<file path="src/design/gtm_pkg.sv">
package gtm_pkg;

    localparam int MAX_DIM_DEF    = 256;
    localparam int CELL_WIDTH_DEF = 64;

    localparam int CFG_W     = 9;
    localparam int CFG_IDX_W = 2;
    localparam int OUT_IDX_W = 8;

    localparam logic [CFG_IDX_W-1:0] REG_GRID_COLS = 2'd0;
    localparam logic [CFG_IDX_W-1:0] REG_GRID_ROWS = 2'd1;
    localparam logic [CFG_IDX_W-1:0] REG_MIRROR_X  = 2'd2;
    localparam logic [CFG_IDX_W-1:0] REG_MIRROR_Y  = 2'd3;

    localparam logic [CFG_W-1:0] GRID_COLS_RST = 9'd16;
    localparam logic [CFG_W-1:0] GRID_ROWS_RST = 9'd16;

    localparam logic OP_LOAD  = 1'b0;
    localparam logic OP_FETCH = 1'b1;

    localparam logic STATUS_OK        = 1'b0;
    localparam logic STATUS_NOT_READY = 1'b1;

    typedef struct packed {
        logic                 status;
        logic                 last_cell;
        logic [OUT_IDX_W-1:0] row;
        logic [OUT_IDX_W-1:0] col;
    } t_fetch_info;

endpackage

</file>
<file path="src/design/gtm_seq.sv">
module gtm_seq #(
    parameter int MAX_DIM = gtm_pkg::MAX_DIM_DEF
) (
    input  logic                             i_clk,
    input  logic                             i_rst_n,
    input  logic                             i_restart,
    input  logic                             i_load,
    input  logic                             i_fetch,
    input  logic [$clog2(MAX_DIM)-1:0]       i_cols_last,
    input  logic [$clog2(MAX_DIM)-1:0]       i_rows_last,
    input  logic                             i_mirror_x,
    input  logic                             i_mirror_y,
    output logic                             o_wr_en,
    output logic [2*$clog2(MAX_DIM)-1:0]     o_wr_addr,
    output logic                             o_rd_en,
    output logic [2*$clog2(MAX_DIM)-1:0]     o_rd_addr,
    output gtm_pkg::t_fetch_info             o_info
);

    localparam int IDX_W = $clog2(MAX_DIM);

    logic [IDX_W-1:0] r_load_col, n_load_col;
    logic [IDX_W-1:0] r_load_row, n_load_row;
    logic             r_full, n_full;
    logic [IDX_W-1:0] r_read_row, n_read_row;
    logic [IDX_W-1:0] r_read_col, n_read_col;

    logic [IDX_W-1:0] w_lcol;
    logic [IDX_W-1:0] w_lrow;
    logic [IDX_W-1:0] w_src_col;
    logic [IDX_W-1:0] w_src_row;
    logic             w_last;

    assign w_lcol    = r_full ? '0 : r_load_col;
    assign w_lrow    = r_full ? '0 : r_load_row;
    assign w_src_col = i_mirror_x ? (i_cols_last - r_read_row) : r_read_row;
    assign w_src_row = i_mirror_y ? (i_rows_last - r_read_col) : r_read_col;
    assign w_last    = (r_read_row == i_cols_last) && (r_read_col == i_rows_last);

    assign o_wr_en   = i_load;
    assign o_wr_addr = {w_lrow, w_lcol};
    assign o_rd_en   = i_fetch & r_full;
    assign o_rd_addr = {w_src_row, w_src_col};

    always_comb begin
        o_info = '0;
        if (r_full) begin
            o_info.status    = gtm_pkg::STATUS_OK;
            o_info.last_cell = w_last;
            o_info.row       = gtm_pkg::OUT_IDX_W'(r_read_row);
            o_info.col       = gtm_pkg::OUT_IDX_W'(r_read_col);
        end else begin
            o_info.status    = gtm_pkg::STATUS_NOT_READY;
        end
    end

    always_comb begin
        n_load_col = r_load_col;
        n_load_row = r_load_row;
        n_full     = r_full;
        n_read_row = r_read_row;
        n_read_col = r_read_col;
        if (i_restart) begin
            n_load_col = '0;
            n_load_row = '0;
            n_full     = 1'b0;
            n_read_row = '0;
            n_read_col = '0;
        end else if (i_load) begin
            n_full = 1'b0;
            if (w_lcol == i_cols_last) begin
                n_load_col = '0;
                if (w_lrow == i_rows_last) begin
                    n_load_row = '0;
                    n_full     = 1'b1;
                    n_read_row = '0;
                    n_read_col = '0;
                end else begin
                    n_load_row = w_lrow + IDX_W'(1);
                end
            end else begin
                n_load_col = w_lcol + IDX_W'(1);
                n_load_row = w_lrow;
            end
        end else if (i_fetch && r_full) begin
            if (r_read_col == i_rows_last) begin
                n_read_col = '0;
                n_read_row = (r_read_row == i_cols_last) ? '0 : r_read_row + IDX_W'(1);
            end else begin
                n_read_col = r_read_col + IDX_W'(1);
            end
        end
    end

    always_ff @(posedge i_clk) begin
        if (!i_rst_n) begin
            r_load_col <= '0;
            r_load_row <= '0;
            r_full     <= 1'b0;
            r_read_row <= '0;
            r_read_col <= '0;
        end else begin
            r_load_col <= n_load_col;
            r_load_row <= n_load_row;
            r_full     <= n_full;
            r_read_row <= n_read_row;
            r_read_col <= n_read_col;
        end
    end

endmodule

</file>
<file path="config.mk">
export PLATFORM = sky130hd
export DESIGN_NAME = gtm_seq
export DESIGN_NICKNAME = d
export VERILOG_FILES = /design/src/design/gtm_pkg.sv /design/src/design/gtm_seq.sv
export SDC_FILE = /design/constraint.sdc
export NUM_CORES = 1
export LEC_CHECK = 0
export BUFFER_PORTS_ARGS = -buffer_cell sky130_fd_sc_hd__buf_2
export CAP_MARGIN = 20
export CORE_MARGIN = 4
export CORE_UTILIZATION = 55
export CTS_CLUSTER_SIZE = 12
export DETAILED_ROUTE_END_ITERATION = 10
export PLACE_DENSITY = 0.83
export SETUP_SLACK_MARGIN = 0.2
export SYNTH_ARGS = -nofsm -noshare
export SYNTH_HDL_FRONTEND = slang
export SYNTH_SLANG_ARGS = --single-unit
</file>
<file path="constraint.sdc">
create_clock -name i_clk -period 4 [get_ports i_clk]
set_input_delay 1 -clock i_clk [delete_from_list [all_inputs] [get_ports i_clk]]
set_output_delay 1 -clock i_clk [all_outputs]
set_load 0.1 [all_outputs]
</file>
* After elaboration in Yosys (flattened, before gate mapping)
Index checks and enable logic that the tools add are counted.
** Word-level totals
- Register bits :: 33
- Input port bits :: 23
- Output and inout bits :: 52
- Logic and storage cells :: 46
** Operators by class
- Add/subtract/negate cells :: 6
- Eq/ne operators :: 6
- Mux-type cells :: 20
- Bitwise gates (word level) :: 2
- Reductions and logical operators :: 7
** Operators by type and width (number)
- two-way mux 8 bit :: 16
- adder 8 x 1 -> 8 bit, second input constant :: 4
- equality test 8 bit :: 4
- two-way mux 17 bit :: 1
- subtractor 8 bit :: 2
- != test 2 x 1 -> 1 bit, second input constant :: 2
- AND reduction 4 bit :: 1
- nonzero test 2 bit :: 2
- two-way mux 1 bit :: 3
- AND reduction 3 bit :: 1
- logical AND 1 bit :: 2
- OR reduction 2 bit :: 1
- bitwise AND 1 bit :: 1
- NOT 1 bit :: 1

* Depth between registers and ports, before layout
Gate-level depths: netlist of the first run.
- Depth in word-level cells :: 5
- Gate-level depth with buffers :: 12
- Gate-level depth less buffers :: 10

* Least setup slack after synthesis of the first run
OpenSTA, ideal clock, no wires.
- Path type :: input port to output port
- Start point :: input port i_rows_last[0]
- End point :: output port o_rd_addr[14]
- Arrival :: 3778 ps
- Data required time :: 3000 ps
- Slack :: -778 ps
- Stages :: 10
- Buffers on the path :: 0
- Cells stage by stage :: inv_1 -> ha_1 -> fa_1 -> nor2b_1 -> o21ai_0 -> nand2b_1 -> a21o_1 -> a21oi_1 -> xor2_1 -> mux2i_1
** On the way
- Longest elaborated chain between the ends :: 2
** Ends and longest elaborated chain
- from (decl) :: line gtm_seq.sv:10 : input logic [$clog2(MAX_DIM)-1:0] i_rows_last,
- subtractor 8 bit :: line gtm_seq.sv:37 : assign w_src_row = i_mirror_y ? (i_rows_last - r_read_col) : r_read_col;
- two-way mux 8 bit :: line gtm_seq.sv:37
- to (decl) :: line gtm_seq.sv:16 : output logic [2*$clog2(MAX_DIM)-1:0] o_rd_addr,
No other way between the ends.

* Final worst setup path of the first run
- Start point :: input port i_rows_last[1]
- End point :: output port o_rd_addr[15]
The elaborated chain is that of the path after synthesis.

==> results of run 1 <==
routing by layer:
layer	vias to the layer above	wire, µm	GRT usage
met5	-	0	0
met4	0	213	0.0892
met3	23	652	0.0412
met2	159	4790	0.446
met1	1695	4020	0.329
li1	1769	-	-
final timing paths:
check	startpoint	end	slack, ps	cells past startpoint
setup / recovery	i_rows_last[1]	o_rd_addr[15]	260	9
hold / removal	r_read_row[4]	r_read_row[4]	440	1
setup reg to reg	r_full	r_load_row[6]	1260	10
hold reg to reg	r_read_row[4]	r_read_row[4]	440	1
cell usage after synthesis (4+ instances only):
library cell,n,area share
nand2b_1,6,0.012
a21oi_1,23,0.036
nand3_1,26,0.040
nand3b_1,4,0.0093
nor3_1,6,0.0093
a31oi_1,19,0.037
or3_1,10,0.019
buf_1,4,0.0046
nor2_1,76,0.088
nor2b_1,17,0.033
clkbuf_1,9,0.010
o21ai_0,40,0.062
dfxtp_1,33,0.20
inv_1,30,0.035
ha_1,20,0.077
xnor2_1,9,0.024
nand4_1,5,0.0097
a22oi_1,4,0.0093
and2_1,5,0.0097
mux2i_1,7,0.022
nand2_1,43,0.050
xor2_1,10,0.027
buf_2,7,0.011
power groups by stage:
stage	logic (W)	clock network [W]	registers [W]
final	0.000284	0.000339	0.000330
after global routing	0.000300	0.000351	0.000330
after CTS	0.000270	0.000339	0.000330
after detailed placement	0.000268	0	0.000338
after global placement	0.000262	0	0.000338
after floorplan	0.000194	0	0.000337
cell type report:
cell class / instances / area (µm²) / share of cell area
inverter: 31 / 116 / 0.0279
multi-input combinational: 380 / 2470 / 0.592
clock inverter: 2 / 37.5 / 0.00900
tap: 72 / 90.1 / 0.0216
clock buffer: 6 / 82.6 / 0.0198
timing repair buffer: 82 / 716 / 0.172
sequential: 33 / 661 / 0.158
kinds of logic after synthesis:
logic type | after synthesis | synth area share
AOI/OAI and AO/OA | 110 | 0.211
DFF | 33 | 0.204
adders and majority gates | 22 | 0.0899
xor gates and xnor gates | 19 | 0.0515
and+or+nand+nor | 219 | 0.343
buffers and inverters | 53 | 0.0678
muxes | 10 | 0.0321
cells in the final DEF, fill, tap and decap left out, types with 5 or more instances in the layout:
cell type	n
a31oi_1	19
nand2b_1	6
or3_1	10
nand3_1	26
nand2_1	43
inv_1	28
buf_4	10
mux2i_1	5
o21ai_0	33
xnor2_1	9
nor3_1	6
clkbuf_8	6
nor2b_1	14
buf_12	16
dfxtp_1	33
nor2_2	8
nand4_1	5
a21oi_1	22
nor2_1	67
ha_1	15
xor2_1	10
and2_1	5
buf_2	54
state kept, by name (all words and copies together) (netlist names):
register / count
r_load_col: 8
r_load_row: 8
r_read_col: 8
r_read_row: 8
r_full: 1
worst reg2reg max path, cell delays in order (launching register included):
cell,delay (ps)
dfxtp_1,520
clkinv_1,680
nand2_1,310
inv_1,120
ha_1,230
and3_1,200
nand3_1,110
nor2_1,50
a31oi_1,170
a2bb2oi_1,170
nor2_1,50
stage by stage:
stage	setup slack (ps)	instance area [µm²]	hold WS (ps)
after global placement	175	3920	426
after global routing	165	4170	478
after floorplan	-517	3270	412
after CTS	195	4070	438
after detailed placement	118	3920	428
final	260	4170	436
repair_timing:
item,4_1_cts,5_1_grt
setup endpoints to repair,2,7
buffers inserted,3,2
gates resized for setup,6,21
hold buffers,0,0
cloned,0,0
pin swaps,2,9
==> results.md, run 1 <==
- The number of port buffers is 74.
- The number of antenna violations at the first check in global routing is 0.
- The number of enable-type register cells in the synthesized netlist is 0.
- The number of warnings issued by yosys is 0.
- The horizontal extent of the die is 84.6 µm.
- The kind of cell adding the most delay to the critical path is compound AO/OA/AOI/OAI gates.
- Setup repair after global routing could not meet its margin everywhere.
- The floorplan core area is 5610 µm².
- Of the total power, the clock network draws 0.356.
- The synthesized area divided by synthesized cell count is 6.93 µm².
- The kind of critical path is in2out.
- The instance count after placement with tap cells included is 593.
- The detail route stage leaves a number of antenna-violating nets equal to 0.
- Among all flip-flop cells after synthesis, the most frequent one is dfxtp_1.
- The flow ran to the end, and the final reports show no timing, DRC or antenna violations.
- The number of clock buffers added by TritonCTS is 5.
- The number of buffers and inverters on the critical path is 2.
- Based on the critical path, the design can be clocked at up to 267 MHz.
- The final standard cell utilization of the core is 0.744.
- The H-tree was split into 2 levels.
- For this run, the detailed router's first-pass iteration total came to 5.
- Setup violations remaining at the end of the flow were counted as 0.
- After synthesis, the netlist uses 54 different library cells.
- Of the total power, combinational logic draws 0.298.
- For the worst-skew pair, the clock arrives at the later sink with an insertion delay of 300 ps.
- The congestion estimate from routability-driven global placement came to 0.930.
- Of all nets on the critical path, the largest fanout is 5.
- The required time of the critical path is 3000 ps.
- The kind of end point of the critical path is a primary output.
- Entering global routing, the biggest net connects 37 pins.
- The clock root buffer is clkbuf_8.
- The count of final hold-check violations is 0.
- The worst hold path class is reg2reg.
- The category of the worst setup path launch point is an input port.
- The most used cell along the critical path is o21ai_2.
- TritonCTS built the clock tree.
- The stage delay of the slowest cell on the critical path is 270 ps.
- The largest individual stage delay along the critical path comes from the cell ha_4.
- Of the total power, registers draw 0.347.
- The leakage power of the design is 1.70 nW.
- The via count of the first global-routing pass is 3431.
- In the final layout, the share of cells above drive strength 1 is 0.242.
- The share of synthesized area occupied by flip-flops and latches is 0.204.
- The synthesized design contains 33 register bits.
- In this run the vertical extent of the chip is 84.6 µm.
- Summed over all nets, the switching power comes to 0.000331 W.
- The detailed router finished its first iteration with 220 violations.
- Once layout is complete, the cells apart from fillers number 606.
- For this design the top-level I/O count stands at 75.
- The post-DP HPWL is 7060 µm.
- The number of fill cells is 422.
- The total number of vias is 3646.
- The final layout contains 578 nets.
- The cell area after technology mapping is 3230 µm².
- The critical path goes through buf_2 -> ha_4 -> nor2b_4 -> o21ai_2 -> a21boi_2 -> o21ai_2 -> a211o_1 -> o211ai_1 -> clkbuf_16.
- The power consumption is 0.000953 W.
- The worst IR drop on VDD is 213 µV.
- The max-slew violation count is 0.
- From synthesis to final layout, the design area changed by 29.2%.
- The post-synth net total is 511.
- Clock-pin slew was measured on the worst setup and hold paths at 70 ps.
- The average routed wire per standard cell is 16.0 µm.
- The total detailed-routing wirelength is 9680 µm.
- In the synthesized netlist, the number of instances is 466.
- Adding up every negative setup slack in the final design gives 0 ps.
- For the worst setup path, the data arrival time is 2740 ps.
- The count of unresolved DRC violations after routing is 0.
- The initial utilization of the core area, before any placement, comes to 0.576.
- The area of the die is 7160 µm².
- The global-route congestion overflow total is 0.
- The wire length of the first global-routing pass is 15700 µm.
- Cell internal power was estimated by the tool at 0.000622 W.
- The setup clock skew after layout is 10.0 ps.
- The overall track demand over capacity in global routing is 0.260.
- Dividing total power by cell area gives a power density of 228 nW/µm².
- 0 antenna diodes ended up in the layout.
- Clock tree synthesis found a total of 33 sinks.
- The floorplan has 27 rows.
- After synthesis, the share of flip-flops with an asynchronous set or reset is 0.
- Max-cap violations in this run came to 0.
- In this run the tightest slew margin relative to its limit is 0.393.
- The smallest clock period supported by the final layout is computed as 3740 ps.
- The maximum clock path buffer count is 2.
- The final clock period utilization by the worst path is 0.935.
- The transition time at the pin with the least slew margin is 911 ps.
- Of the total power, the share spent switching nets is 0.347.
- Using the TritonRoute via totals, the vias-per-cell ratio works out to 6.02.
Note: power is estimated with default switching activity, not from simulation.
==> run 2, diff against run 1 <==
--- a/config.mk
+++ b/config.mk
@@ -11,7 +11,7 @@
 export CORE_UTILIZATION = 55
 export CTS_CLUSTER_SIZE = 12
 export DETAILED_ROUTE_END_ITERATION = 10
-export PLACE_DENSITY = 0.83
+export PLACE_DENSITY = 0.81
 export SETUP_SLACK_MARGIN = 0.2
 export SYNTH_ARGS = -nofsm -noshare
 export SYNTH_HDL_FRONTEND = slang
==> results.md, run 2 (same netlist as run 1, synthesis figures left out) <==
- The switching power of the nets is 0.000324 W.
- The clock root buffer is clkbuf_8.
- The most common cell after layout, fill and taps aside is nor2_1.
- For the pin with the worst max-slew slack, the measured transition is 848 ps.
- Row generation in the floorplan step produced 27 rows.
- The post-DP HPWL is 6860 µm.
- STA classifies the critical path startpoint as an input port.
- The first TritonRoute pass finished after 6 iterations.
- At the end of routability-driven placement, the weighted congestion stood at 0.966.
- The clock passes through at most 2 buffers.
- The average via count per standard cell is 6.18.
- The floorplan core area is 5610 µm².
- The kind of critical path is in2out.
- The number of top-level design ports is 75.
- The floorplan die height is 84.6 µm.
- The highest clock frequency the design can meet is 266 MHz.
- For this run, the total global-route usage over all layers was measured as 0.258.
- The placement-stage worst setup slack is 97.1 ps.
- The remaining antenna violation count is 0.
- After detailed routing, no signal wire sits above met4.
- The floorplan step defined a die boundary enclosing 7160 µm².
- The met3 wirelength from detailed routing is 754 µm.
- The final setup violation count is 0.
- The power consumption is 0.000949 W.
- The areal power density over the cells is 222 nW/µm².
- The required time of the critical path is 3000 ps.
- In this run the static leakage power is 1.72 nW.
- The clock transition at the registers of the reported paths is 60 ps.
- In the post-route analysis, the smallest setup slack over all paths is 244 ps.
- The average routed wire per standard cell is 16.8 µm.
- Across the VDD grid, the largest voltage drop is 132 µV.
- In this run the number of H-tree levels came out at 2.
- The first global-routing pass estimated 15500 µm of wire.
- The global-route congestion overflow total is 0.
- Of the total power, the clock network draws 0.349.
- The kind of end point of the critical path is a primary output.
- The share of total power dissipated in combinational logic is 0.303.
- The clock latency on the worst-skew pair is 290 ps.
- The final clock period utilization by the worst path is 0.939.
- The number of fill cells is 415.
- The library cells used most frequently in the layout, excluding fill and tap cells, are nor2_1 (67), buf_2 (49), nand2_1 (43), o21ai_0 (33), dfxtp_1 (33).
- The via count of the first global-routing pass is 3381.
- For the final routed database, the setup TNS stands at 0 ps.
- During placement, the flow inserted port buffers numbering 74.
- The number of max-cap violations is 0.
- Setup repair after global routing left no endpoint under its margin.
- The number of design-rule violations left by the first detailed-router iteration is 357.
- The internal power of the cells is 0.000625 W.
- The number of buffers inserted for hold repair after clock tree synthesis is 0.
- The number of clock buffers added by TritonCTS is 5.
- In this run the horizontal extent of the chip is 84.6 µm.
- The minimum period implied by the final worst setup slack is 3760 ps.
- Entering global routing, the biggest net connects 43 pins.
- The layout overhead on the synthesized area is 32.4%.
- The final layout contains 579 nets.
- The data arrival at the endpoint of the critical path is 2760 ps.
- The sink count of the clock tree is 33.
- After detailed routing, the met2 layer carries 5090 µm of wire.
- The setup clock skew after layout is 12.1 ps.
- The clock tree from TritonCTS is yes.
- The diode insertion count for antenna repair is 0.
- The share of final-layout standard cells stronger than drive strength 1 is 0.245.
- The run finished with clean final reports.
- The starting utilization of the core area is 0.576.
- The count of unresolved DRC violations after routing is 0.
- The path class of the tightest hold or removal check is reg2reg.
- The number of antenna violations at the first check in global routing is 0.
- The share of total power consumed by net switching is 0.341.
- The max-slew violation count was 0.
- Of the total power, registers draw 0.348.
- The routed layout has 3754 vias.
- The largest driver fanout on the critical path is 5.
- The met1 wire length is 4210 µm.
- The count of final hold-check violations is 0.
- The headroom to the max-slew limit is 0.435.
- The total detailed-routing wirelength is 10200 µm.
run 2: cell types whose count changed in the layout (fill, tap and decap cells not counted), sizes merged:
cell and delta:
clkbuf +2, clkinvlp -1
run 2: path summary, 6_finish.rpt:
check / startpoint / to / slack, ps / cells after the start
setup / recovery: i_rows_last[1] / o_rd_addr[15] / 240 / 10
setup reg to reg: r_read_row[1] / r_read_row[2] / 1320 / 9
hold / removal: r_read_row[4] / r_read_row[4] / 460 / 1
hold reg to reg: r_read_row[4] / r_read_row[4] / 460 / 1
run 2: power by group through the flow:
stage	logic [W]	registers [W]	clock network (W)
finish	0.000288	0.000330	0.000331
global route	0.000303	0.000330	0.000345
CTS	0.000269	0.000330	0.000328
detailed placement	0.000265	0.000338	0
global placement	0.000261	0.000338	0
floorplan	0.000194	0.000337	0
run 2: per-stage QoR:
step                      instance area [µm²]  hold WS (ps)  std cells   util
final                                    4280           464        607  0.763
after global routing                     4280           458        607  0.763
after CTS                                4130           445        604  0.736
after detailed placement                 3960           431        593  0.706
after global placement                   3960           428        593  0.706
after floorplan                          3270           412        466      -
run 2: per-layer routing:
metal  GRT usage  vias to the layer above
met3      0.0383                       23
met2       0.439                      185
met5           0                        -
met4      0.0662                        0
li1            -                     1771
met1       0.342                     1775
run 2: critical path: stages:
cell       delay, ps
buf_4            140
ha_4             240
nor2b_2          160
o21ai_2          180
a21boi_2         100
o211ai_1         260
a21oi_1          100
nand4b_1         180
o211ai_1         150
clkbuf_16        250
run 2: cell type report:
cell class | instances | area [µm²] | area share
multi-input cells | 380 | 2520 | 0.588
flip-flops and latches | 33 | 661 | 0.154
well taps | 72 | 90.1 | 0.0211
clock inverters | 1 | 30.0 | 0.00702
clock buffers | 7 | 86.3 | 0.0202
repair buffers | 83 | 777 | 0.182
inverters | 31 | 116 | 0.0272
run 2: repair_timing:
| action | 4_1_cts | 5_1_grt |
|---|---|---|
| pin swaps | 4 | 17 |
| setup endpoints to repair | 2 | 6 |
| cloned | 0 | 0 |
| setup buffers | 3 | 3 |
| gates resized for setup | 11 | 23 |
